==> src/sv/uidt_pkg.sv <==
package uidt_pkg;

    // Table geometry
    localparam int MAX_ENTRIES = 16;
    localparam int IDX_W       = (MAX_ENTRIES > 1) ? $clog2(MAX_ENTRIES) : 1;
    localparam int CNT_W       = $clog2(MAX_ENTRIES + 1);

    // Fixed field widths
    localparam int CMD_W       = 3;
    localparam int UID_W       = 32;
    localparam int TAG_W       = 16;
    localparam int EIDX_W      = 4;
    localparam int ECNT_W      = 5;

    // Command codes
    localparam logic [CMD_W-1:0] OP_ADD    = 3'd0;
    localparam logic [CMD_W-1:0] OP_REMOVE = 3'd1;
    localparam logic [CMD_W-1:0] OP_CHECK  = 3'd2;
    localparam logic [CMD_W-1:0] OP_CLEAR  = 3'd3;
    localparam logic [CMD_W-1:0] OP_READ   = 3'd4;

    typedef struct packed {
        logic [CMD_W-1:0]  cmd;
        logic [UID_W-1:0]  card_uid;
        logic [TAG_W-1:0]  card_tag_type;
        logic              card_valid;
        logic [EIDX_W-1:0] entry_index;
    } t_in;

    typedef struct packed {
        logic              ok;
        logic [ECNT_W-1:0] entry_count;
        logic [UID_W-1:0]  read_uid;
        logic [TAG_W-1:0]  read_tag_type;
        logic              read_valid;
    } t_out;

    // One stored record
    typedef struct packed {
        logic [UID_W-1:0] uid;
        logic [TAG_W-1:0] tag;
        logic             vbit;
    } t_rec;

    typedef enum logic [2:0] {
        S_IDLE,
        S_DECODE,
        S_SCAN,
        S_SHIFT,
        S_READ,
        S_DONE
    } t_state;

    // Controller to datapath
    typedef struct packed {
        logic cap;        // capture the input beat
        logic rd_next;    // read at the walk pointer, advance it
        logic rd_idx;     // read at the requested index
        logic append;     // write captured record at the end, count up
        logic shift_wr;   // write read data one place down
        logic dec_count;
        logic clr_count;
        logic set_res;
        logic res_ok;
        logic res_data;   // take read data into the result
        logic load_out;
    } t_ctl;

    // Datapath to controller
    typedef struct packed {
        logic [CMD_W-1:0] op;
        logic             full;
        logic             idx_ok;
        logic             hit;
        logic             at_end;
        logic             dvld;
        logic             out_free;
    } t_stat;

endpackage

==> src/sv/uidt_ctrl.sv <==
module uidt_ctrl (
    input  logic            i_clk,
    input  logic            i_rst_n,
    input  logic            i_in_valid,
    output logic            o_in_stall,
    input  uidt_pkg::t_stat i_stat,
    output uidt_pkg::t_ctl  o_ctl
);
    import uidt_pkg::*;

    t_state r_state;
    t_state n_state;

    always_ff @(posedge i_clk) begin
        if (!i_rst_n) begin
            r_state <= S_IDLE;
        end else begin
            r_state <= n_state;
        end
    end

    always_comb begin
        n_state = r_state;
        unique case (r_state)
            S_IDLE: begin
                if (i_in_valid) n_state = S_DECODE;
            end
            S_DECODE: begin
                unique case (i_stat.op) inside
                    OP_ADD:    n_state = i_stat.full ? S_DONE : S_SCAN;
                    OP_REMOVE,
                    OP_CHECK:  n_state = S_SCAN;
                    OP_READ:   n_state = i_stat.idx_ok ? S_READ : S_DONE;
                    default:   n_state = S_DONE;
                endcase
            end
            S_SCAN: begin
                if (i_stat.hit) begin
                    n_state = (i_stat.op == OP_REMOVE) ? S_SHIFT : S_DONE;
                end else if (i_stat.at_end) begin
                    n_state = S_DONE;
                end
            end
            S_SHIFT: begin
                if (i_stat.at_end) n_state = S_DONE;
            end
            S_READ: begin
                n_state = S_DONE;
            end
            S_DONE: begin
                if (i_stat.out_free) n_state = S_IDLE;
            end
            default: n_state = S_IDLE;
        endcase
    end

    always_comb begin
        o_ctl      = '0;
        o_in_stall = (r_state != S_IDLE);
        unique case (r_state)
            S_IDLE: begin
                o_ctl.cap = i_in_valid;
            end
            S_DECODE: begin
                unique case (i_stat.op) inside
                    OP_ADD: begin
                        o_ctl.set_res = i_stat.full;
                    end
                    OP_REMOVE,
                    OP_CHECK: begin
                    end
                    OP_CLEAR: begin
                        o_ctl.clr_count = 1'b1;
                        o_ctl.set_res   = 1'b1;
                        o_ctl.res_ok    = 1'b1;
                    end
                    OP_READ: begin
                        o_ctl.rd_idx  = i_stat.idx_ok;
                        o_ctl.set_res = !i_stat.idx_ok;
                    end
                    default: begin
                        o_ctl.set_res = 1'b1;
                    end
                endcase
            end
            S_SCAN: begin
                if (i_stat.hit) begin
                    // a match ends an add or a check; a remove goes on to shift
                    o_ctl.set_res = (i_stat.op != OP_REMOVE);
                    o_ctl.res_ok  = (i_stat.op == OP_CHECK);
                end else if (i_stat.at_end) begin
                    o_ctl.append  = (i_stat.op == OP_ADD);
                    o_ctl.set_res = 1'b1;
                    o_ctl.res_ok  = (i_stat.op == OP_ADD);
                end else begin
                    o_ctl.rd_next = 1'b1;
                end
            end
            S_SHIFT: begin
                o_ctl.shift_wr = i_stat.dvld;
                if (i_stat.at_end) begin
                    o_ctl.dec_count = 1'b1;
                    o_ctl.set_res   = 1'b1;
                    o_ctl.res_ok    = 1'b1;
                end else begin
                    o_ctl.rd_next = 1'b1;
                end
            end
            S_READ: begin
                o_ctl.set_res  = 1'b1;
                o_ctl.res_ok   = 1'b1;
                o_ctl.res_data = 1'b1;
            end
            S_DONE: begin
                o_ctl.load_out = i_stat.out_free;
            end
            default: begin
            end
        endcase
    end

endmodule

==> src/sv/uidt_dpath.sv <==
module uidt_dpath (
    input  logic            i_clk,
    input  logic            i_rst_n,
    input  uidt_pkg::t_ctl  i_ctl,
    output uidt_pkg::t_stat o_stat,
    input  uidt_pkg::t_in   i_in,
    input  logic            i_out_stall,
    output logic            o_out_valid,
    output uidt_pkg::t_out  o_out
);
    import uidt_pkg::*;

    localparam int CMP_W = (CNT_W > EIDX_W) ? CNT_W + 1 : EIDX_W + 1;

    t_rec             r_mem [MAX_ENTRIES];
    t_in              r_cmd;
    t_rec             r_rdata;
    t_rec             r_res_rec;
    t_out             r_out;
    logic             r_res_ok;
    logic             r_dvld;
    logic             r_out_vld;
    logic [CNT_W-1:0] r_count;
    logic [CNT_W-1:0] r_addr;
    logic [CNT_W-1:0] n_count;
    logic [CNT_W-1:0] n_addr;

    logic             wr_en;
    logic [IDX_W-1:0] wr_addr;
    t_rec             wr_data;
    logic             rd_en;
    logic [IDX_W-1:0] rd_addr;
    logic [CNT_W-1:0] shift_pos;
    t_rec             cmd_rec;

    assign cmd_rec   = '{uid: r_cmd.card_uid, tag: r_cmd.card_tag_type, vbit: r_cmd.card_valid};
    // read data belongs to r_addr-1; it moves down to r_addr-2
    assign shift_pos = r_addr - CNT_W'(2);

    always_comb begin
        wr_en   = i_ctl.append | i_ctl.shift_wr;
        wr_addr = i_ctl.append ? IDX_W'(r_count) : IDX_W'(shift_pos);
        wr_data = i_ctl.append ? cmd_rec : r_rdata;
        rd_en   = i_ctl.rd_next | i_ctl.rd_idx;
        rd_addr = i_ctl.rd_next ? IDX_W'(r_addr) : IDX_W'(r_cmd.entry_index);
    end

    always_ff @(posedge i_clk) begin
        if (wr_en) r_mem[wr_addr] <= wr_data;
        if (rd_en) r_rdata <= r_mem[rd_addr];
    end

    always_comb begin
        n_count = r_count;
        if (i_ctl.clr_count)      n_count = '0;
        else if (i_ctl.append)    n_count = r_count + CNT_W'(1);
        else if (i_ctl.dec_count) n_count = r_count - CNT_W'(1);

        n_addr = r_addr;
        if (i_ctl.cap)          n_addr = '0;
        else if (i_ctl.rd_next) n_addr = r_addr + CNT_W'(1);
    end

    always_ff @(posedge i_clk) begin
        if (!i_rst_n) begin
            r_count   <= '0;
            r_addr    <= '0;
            r_dvld    <= 1'b0;
            r_out_vld <= 1'b0;
        end else begin
            r_count   <= n_count;
            r_addr    <= n_addr;
            r_dvld    <= rd_en;
            r_out_vld <= i_ctl.load_out | (r_out_vld & i_out_stall);
        end
    end

    always_ff @(posedge i_clk) begin
        if (i_ctl.cap) r_cmd <= i_in;
        if (i_ctl.set_res) begin
            r_res_ok  <= i_ctl.res_ok;
            r_res_rec <= i_ctl.res_data ? r_rdata : '0;
        end
        if (i_ctl.load_out) begin
            r_out.ok            <= r_res_ok;
            r_out.entry_count   <= ECNT_W'(r_count);
            r_out.read_uid      <= r_res_rec.uid;
            r_out.read_tag_type <= r_res_rec.tag;
            r_out.read_valid    <= r_res_rec.vbit;
        end
    end

    always_comb begin
        o_stat.op       = r_cmd.cmd;
        o_stat.full     = (r_count == CNT_W'(MAX_ENTRIES));
        o_stat.idx_ok   = (CMP_W'(r_cmd.entry_index) < CMP_W'(r_count));
        o_stat.hit      = r_dvld && (r_rdata.uid == r_cmd.card_uid);
        o_stat.at_end   = (r_addr >= r_count);
        o_stat.dvld     = r_dvld;
        o_stat.out_free = !r_out_vld || !i_out_stall;
    end

    assign o_out_valid = r_out_vld;
    assign o_out       = r_out;

endmodule

==> src/sv/uid_table_insert_remove_lookup_unit.sv <==
// Channel   Direction  Payload          Handshake
// -------   ---------  ---------------  ------------------------
// in        input      uidt_pkg::t_in   i_in_valid / o_in_stall
// out       output     uidt_pkg::t_out  o_out_valid / i_out_stall
//
// One command at a time, one record per cycle through the memory's single read port.
// Clear, an unused code, a full-table add and a read past the count are settled in decode;
// a read does one memory read; add and check walk the records to a match or the end;
// a remove shifts every later record down after its match. The input stalls until
// the result is loaded. A stalled result waits in the output register; the next one
// waits behind it. Reset (synchronous, active low) empties the table, not the memory.
module uid_table_insert_remove_lookup_unit (
    input  logic           i_clk,
    input  logic           i_rst_n,
    input  logic           i_in_valid,
    output logic           o_in_stall,
    input  uidt_pkg::t_in  i_in,
    output logic           o_out_valid,
    input  logic           i_out_stall,
    output uidt_pkg::t_out o_out
);
    import uidt_pkg::*;

    t_ctl  ctl;
    t_stat stat;

    // Sequence each command: decode, walk, shift, finish.
    uidt_ctrl u_ctrl (
        .i_clk      (i_clk),
        .i_rst_n    (i_rst_n),
        .i_in_valid (i_in_valid),
        .o_in_stall (o_in_stall),
        .i_stat     (stat),
        .o_ctl      (ctl)
    );

    // Hold the records, the count, the walk pointer and the result register.
    uidt_dpath u_dpath (
        .i_clk       (i_clk),
        .i_rst_n     (i_rst_n),
        .i_ctl       (ctl),
        .o_stat      (stat),
        .i_in        (i_in),
        .i_out_stall (i_out_stall),
        .o_out_valid (o_out_valid),
        .o_out       (o_out)
    );

`ifndef ASSERT_OFF
    // An accepted beat blocks the input side on the next cycle.
    a_busy_after_accept: assert property (@(posedge i_clk) disable iff (!i_rst_n)
        i_in_valid && !o_in_stall |=> o_in_stall)
        else $error("input not stalled after accept");

    // A failed command carries zero read fields.
    a_fail_zero_data: assert property (@(posedge i_clk) disable iff (!i_rst_n)
        o_out_valid && !o_out.ok |->
            (o_out.read_uid == '0) && (o_out.read_tag_type == '0) && !o_out.read_valid)
        else $error("read fields not zero on failed command");

    // The reported count never passes the table size.
    a_count_range: assert property (@(posedge i_clk) disable iff (!i_rst_n)
        o_out_valid |-> (int'(o_out.entry_count) <= MAX_ENTRIES))
        else $error("entry count beyond table size");

    // The datapath never writes and shifts in the same cycle.
    a_one_write: assert property (@(posedge i_clk) disable iff (!i_rst_n)
        !(ctl.append && ctl.shift_wr))
        else $error("two writes in one cycle");
`endif

endmodule

==> config.mk <==
export PLATFORM = sky130hd
export DESIGN_NAME = uid_table_insert_remove_lookup_unit
export DESIGN_NICKNAME = d
export VERILOG_FILES = /design/src/sv/uidt_pkg.sv /design/src/sv/uidt_ctrl.sv /design/src/sv/uidt_dpath.sv /design/src/sv/uid_table_insert_remove_lookup_unit.sv
export SDC_FILE = /design/constraint.sdc
export NUM_CORES = 1
export LEC_CHECK = 0
export BUFFER_PORTS_ARGS = -buffer_cell sky130_fd_sc_hd__buf_2
export CAP_MARGIN = 20
export CORE_MARGIN = 5
export CORE_UTILIZATION = 45
export CTS_BUF_LIST = sky130_fd_sc_hd__clkbuf_8
export DETAILED_ROUTE_END_ITERATION = 7
export PLACE_DENSITY = 0.72
export SYNTH_ARGS = -nofsm -noshare
export SYNTH_HDL_FRONTEND = slang
export SYNTH_SLANG_ARGS = --single-unit
==> constraint.sdc <==
create_clock -name i_clk -period 6.7 [get_ports i_clk]
set_input_delay 0.67 -clock i_clk [delete_from_list [all_inputs] [get_ports i_clk]]
set_output_delay 0.67 -clock i_clk [all_outputs]
set_load 0.05 [all_outputs]
==> results of run 1 <==
-- layout make-up --
cell class | instances | share of cell area
Antenna cell | 1 | 0.0000566
Clock buffer | 166 | 0.0517
Clock inverter | 114 | 0.0148
Inverter | 13 | 0.00110
Multi-Input combinational cell | 1055 | 0.185
Sequential cell | 1009 | 0.682
Tap cell | 1144 | 0.0324
Timing Repair Buffer | 207 | 0.0332
-- cell usage after synthesis, drive strengths merged, types with 3 or more instances --
cell / n / share of area
a21o: 8 / 0.0015
a21oi: 8 / 0.0010
a31oi: 5 / 0.00081
and2: 51 / 0.0082
and3: 3 / 0.00048
buf: 72 / 0.014
clkbuf: 38 / 0.0037
dfxtp: 15 / 0.0077
edfxtp: 994 / 0.77
ha: 14 / 0.0045
inv: 13 / 0.0013
mux2i: 401 / 0.10
nand2: 163 / 0.016
nand2b: 7 / 0.0011
nand3: 10 / 0.0013
nand4: 9 / 0.0014
nor2: 32 / 0.0033
nor2b: 4 / 0.00064
nor3: 12 / 0.0015
nor3b: 4 / 0.00077
nor4: 4 / 0.00081
o21a: 3 / 0.00058
o21ai: 6 / 0.00077
o22ai: 197 / 0.032
or4: 49 / 0.0095
xnor2: 34 / 0.0077
xor2: 7 / 0.0016
-- power breakdown --
group,switching (W),internal [W]
Combinational,0.000681,0.000385
Clock,0.00235,0.00249
Sequential,0.0000865,0.00711
Total,0.00312,0.00999
-- per-stage QoR --
stage / utilization / cells / hold slack [ps] / power (W)
finish: 0.518 / 3709 / 94.6 / 0.0131
global route: 0.518 / 3709 / 32.1 / 0.0136
global placement: 0.478 / 3382 / 401 / 0.00833
floorplan: - / 2187 / 400 / 0.00803
detailed placement: 0.478 / 3383 / 405 / 0.00836
CTS: 0.518 / 3707 / 32.0 / 0.0132
-- cell families after synthesis --
| kind of cell | count (synthesis) |
|---|---|
| simple gates | 356 |
| buf+inv | 123 |
| flops | 1009 |
| mux | 403 |
| fa+ha+maj | 16 |
| xor+xnor | 41 |
| compound gates | 239 |
-- sequential cells by signal (all words and copies together) (netlist names) --
register             flops
u_dpath.r_rdata         49
u_dpath.r_dvld           1
u_dpath.r_res_rec       49
u_dpath.r_res_ok         1
u_dpath.o_out           55
u_dpath.o_out_valid      1
u_dpath.r_addr           5
u_dpath.r_count          5
u_dpath.r_cmd            4
u_dpath.o_stat           3
u_dpath.cmd_rec         49
u_dpath.r_mem          784
u_ctrl.r_state           3
-- critical path: stages (launching register included) --
cell and delay [ps]:
dfxtp_1 450, inv_1 130, ha_1 310, a21o_1 180
a21o_1 180, a211oi_2 400, nand2_1 290, o311ai_4 400
buf_4 680, buf_4 990, mux2i_1 310, o22ai_1 110
or4_1 530
-- final timing paths --
check                                      startpoint  slack [ps]                       endpoint
setup reg to reg      u_dpath.r_count[2]$_SDFFE_PP0P_        1370   u_dpath.r_rdata[4]$_DFFE_PP_
hold reg to reg   u_dpath.r_res_rec[27]$_SDFFCE_PN0P_         410    u_dpath.o_out[27]$_DFFE_PP_
setup / recovery      u_dpath.r_count[2]$_SDFFE_PP0P_        1370   u_dpath.r_rdata[4]$_DFFE_PP_
hold / removal                               i_in[23]          90  u_dpath.cmd_rec[19]$_DFFE_PP_
-- layer usage --
| metal | part of all wire | routed length, µm |
|---|---|---|
| met1 | 0.41 | 39100 |
| met2 | 0.47 | 44500 |
| met3 | 0.090 | 8500 |
| met4 | 0.026 | 2510 |
| met5 | 0.00029 | 27 |
==> out/qor.yml, run 1 <==
sta:
  tightest_slew_ps: 1140
  max_freq_mhz: 188
  slew_viol_final: 0
  finalSetupTns_ps: 0
  postLayoutSetupSlackWorst_ps: 1370
  setup_viol: 0
  hold_violations: 0
  min_period_ps: 5330
  slew_headroom: 0.239
  finalCritPeriodShare: 0.795
  rsz0062_at_grt: "false"
  skew_ps: 38.5
cts:
  insertion_delay_ps: 810
  cts_tree: "yes"
  cts.sinks: 1009
  htreeDepth: 4
  cts_hold_buf: 44
  path_clk_slew_ps: 60
  cts_resized: 0
  post-cts-setup-buffers: 0
  cts.root.buffer_cell: "clkbuf_8"
  cts_buffer_depth: 3
  cts_buffers: 160
global_routing:
  grt_pass1_wl_um: 139000
  grt_max_degree: 132
  met2_usage: 0.316
  grt_busiest_layer: "met2"
  met1_usage: 0.280
  gr-total-overflow: 0
  met3_usage: 0.0457
  antenna_found_initial: 5
  grt_util_all_layers: 0.200
  grt_pass1_vias: 21266
yosys:
  avgSynthCellArea_um2: 17.8
  synth_top_family_by_area: "multiplexers"
  synth_edf_count: 994
  synth.ff_latch_count: 1009
  syn_area_um2: 38800
  synth_compound_area_frac: 0.0392
  syn-num-nets: 2262
  synth_flop_cell: "edfxtp_1"
  ys_warn_count: 0
  synthMuxAreaShare: 0.105
  synthCells: 2187
  yosys.area_share.adder: 0.00528
  synth_simple_gate_area_share: 0.0465
  synth_cell_type_count: 56
  seq_area_frac_synth: 0.776
  async_reset_ff_frac: 0
  post_synth_xor_area_fraction: 0.00924
setup_path:
  crit_fanout: 68
  critical_path_class: "flip-flop to flip-flop"
  worst_setup_path_start_kind: "flip-flop"
  end_kind: "flip-flop"
  critPathArrivalTime_ps: 5870
  cp.required_ps: 7240
  rr_worst_depth: 12
placed_design:
  port_buffers: 116
  place_area_um2: 40800
  place_ws_ps: 1450
  gp_congestion: 0.816
  hpwl_um: 48400
finish:
  layout_common_cells: "edfxtp_1 (994), mux2i_1 (395), o22ai_1 (197), clkbuf_8 (166), nand2_1 (163)"
  layout_commonest_cell: "edfxtp_1"
  regArea_um2: 30100
  drive_above_1_share: 0.158
  fillers: 6843
  area_delta_synth_final_pct: 13.9
  design_area_um2: 44200
  final_nets: 2521
  multiInputGateArea_um2: 8190
routing:
  wl_per_cell_um: 25.5
  vias_per_cell: 5.68
  dr.pass1.iters: 5
  num_vias: 21070
  antenna_left: 0
  drt_iter0_markers: 2349
  wl_um: 94700
  drc_errors: 0
floorplanning:
  die-area_um2: 92300
  start_util: 0.455
  row_count: 107
  dieHeight_um: 304
  design.core.area_um2: 85400
  die_w_um: 304
  io_pins: 117
job:
  cap_violations: 0
pwr:
  leakage_nw: 15.7
  power_density_nw_per_um2: 296
  irDropWorstVdd_v: 0.000201
hold_path:
  hold_path_class: "primary input to flip-flop"
  holdPathStages: 1
outcome:
  status: "complete, no violations"
Note: power is estimated with default switching activity, not from simulation.
==> run 2: changes to the inputs <==
- clock period: 6.7 -> 5.3 ns (I/O delays scaled with it)
==> run 2 against run 1 <==
Effect of this change: power rose by 25%; sequential cell count did not move; sequential share of layout area fell by 0.54 points; largest cell class unchanged; sequential power rose by 27%; clock-buffer cell count fell by 8; via count fell by 0.36%; critical path type unchanged; register-to-register slack got worse by 860 ps; highest routed layer unchanged.
==> out/qor.yml, run 2 (same netlist as run 1, synthesis figures left out) <==
outcome:
  status: "complete, no violations"
placed_design:
  place_ws_ps: 639
  port_buffers: 116
  gp_congestion: 0.823
  hpwl_um: 48200
pwr:
  leakage_nw: 15.8
  total_power_w: 0.0164
  irDropWorstVdd_v: 0.000243
  power_density_nw_per_um2: 368
routing:
  drc_errors: 0
  num_vias: 20995
  dr.pass1.iters: 5
  wl_um: 92500
  wl_per_cell_um: 24.8
  vias_per_cell: 5.63
  antenna_left: 0
  drt_iter0_markers: 2116
floorplanning:
  row_count: 107
  design.core.area_um2: 85400
  io_pins: 117
  die-area_um2: 92300
  dieHeight_um: 304
  die_w_um: 304
  start_util: 0.455
finish:
  fillers: 6785
  n_antenna_cell: 0
  drive_above_1_share: 0.155
  multiInputGateArea_um2: 8180
  layout_commonest_cell: "edfxtp_1"
  area_delta_synth_final_pct: 14.8
  regArea_um2: 30100
  top_register: "u_dpath.r_mem"
  utilization: 0.522
  final_nets: 2544
  largest_reg_flops: 784
  layout_common_cells: "edfxtp_1 (994), mux2i_1 (395), o22ai_1 (197), nand2_1 (163), clkbuf_8 (158)"
sta:
  slew_viol_final: 0
  finalCritPeriodShare: 0.904
  hold_violations: 0
  skew_ps: 32.6
  max_freq_mhz: 209
  setup_viol: 0
  postLayoutSetupSlackWorst_ps: 508
  slew_headroom: 0.190
  finalSetupTns_ps: 0
  tightest_slew_ps: 1220
  min_period_ps: 4790
  rsz0062_at_grt: "false"
cts:
  cts_resized: 0
  insertion_delay_ps: 810
  post-cts-setup-buffers: 0
  cts_buffers: 157
  cts_tree: "yes"
  cts.sinks: 1009
  htreeDepth: 4
  cts_buffer_depth: 3
  path_clk_slew_ps: 60
  cts_hold_buf: 58
  cts.root.buffer_cell: "clkbuf_8"
global_routing:
  grt_pass1_vias: 21048
  gr-total-overflow: 0
  antenna_found_initial: 3
  grt_util_all_layers: 0.195
  grt_max_degree: 157
  grt_pass1_wl_um: 135000
setup_path:
  cp.required_ps: 5840
  end_kind: "flip-flop"
  crit_fanout: 156
  critPathArrivalTime_ps: 5330
  worst_setup_path_start_kind: "flip-flop"
  r2r_setup_slack_ps: 510
  critical_path_class: "flip-flop to flip-flop"
hold_path:
  hold_path_class: "primary input to flip-flop"
job:
  cap_violations: 0
run 2: changes by cell type in the layout (fill, tap and decap cells not counted), moves of 4 or more:
cell	change
clkinvlp_4	-4
clkinv_2	-9
inv_8	+4
buf_4	-8
clkbuf_8	-8
inv_1	-5
buf_12	+21
clkinv_1	+12
dlygate4sd3_1	+14
run 2: power by group:
part / internal (W) / leakage [nW] / switching (W) / total [W]
clock network: 0.00299 / 1.59 / 0.00296 / 0.00596
logic: 0.000505 / 5.05 / 0.000840 / 0.00135
registers: 0.00898 / 9.13 / 0.000115 / 0.00910
total: 0.0125 / 15.8 / 0.00392 / 0.0164
run 2: final cells by class:
type / instances / area share
inverter: 13 / 0.00109
timing repair buffer: 233 / 0.0436
multi-input combinational: 1055 / 0.183
clock buffer: 158 / 0.0488
clock inverter: 114 / 0.0147
tap: 1144 / 0.0321
sequential: 1009 / 0.676
run 2: worst paths after layout:
check / endpoint / cells past startpoint / startpoint
worst min-delay path: u_dpath.o_out_valid$_SDFF_PN0_ / 3 / i_out_stall
worst max-delay path: u_dpath.r_rdata[10]$_DFFE_PP_ / 11 / u_dpath.r_count[1]$_SDFFE_PP0P_
worst min register to register: u_dpath.o_out[13]$_DFFE_PP_ / 0 / u_dpath.r_res_rec[13]$_SDFFCE_PN0P_
worst max register to register: u_dpath.r_rdata[10]$_DFFE_PP_ / 11 / u_dpath.r_count[1]$_SDFFE_PP0P_
run 2: stage by stage:
step | hold slack [ps] | instance area (µm²) | cells
2_1_floorplan | 400 | 38800 | 2187
3_3_place_gp | 404 | 41200 | 3396
3_5_place_dp | 405 | 41200 | 3396
4_1_cts | 16.4 | 44600 | 3726
5_1_grt | 88.0 | 44600 | 3726
6_report | 79.7 | 44600 | 3726
run 2: routing by layer:
| layer | GRT usage | wire length [µm] | up-vias |
|---|---|---|---|
| met5 | 0 | 14 | - |
| met4 | 0.0665 | 2570 | 2 |
| met3 | 0.0489 | 8680 | 174 |
| met2 | 0.307 | 43300 | 1041 |
| met1 | 0.268 | 37900 | 10567 |
| li1 | - | - | 9211 |
run 2: critical path, stage by stage (launching register included):
cell      delay (ps)
dfxtp_1          510
inv_1            200
ha_1             230
a21o_1           150
a21o_1           170
a211oi_2         340
nand2_1          270
o311ai_4         650
buf_12           770
mux2i_1          310
o22ai_1          110
or4_1            530
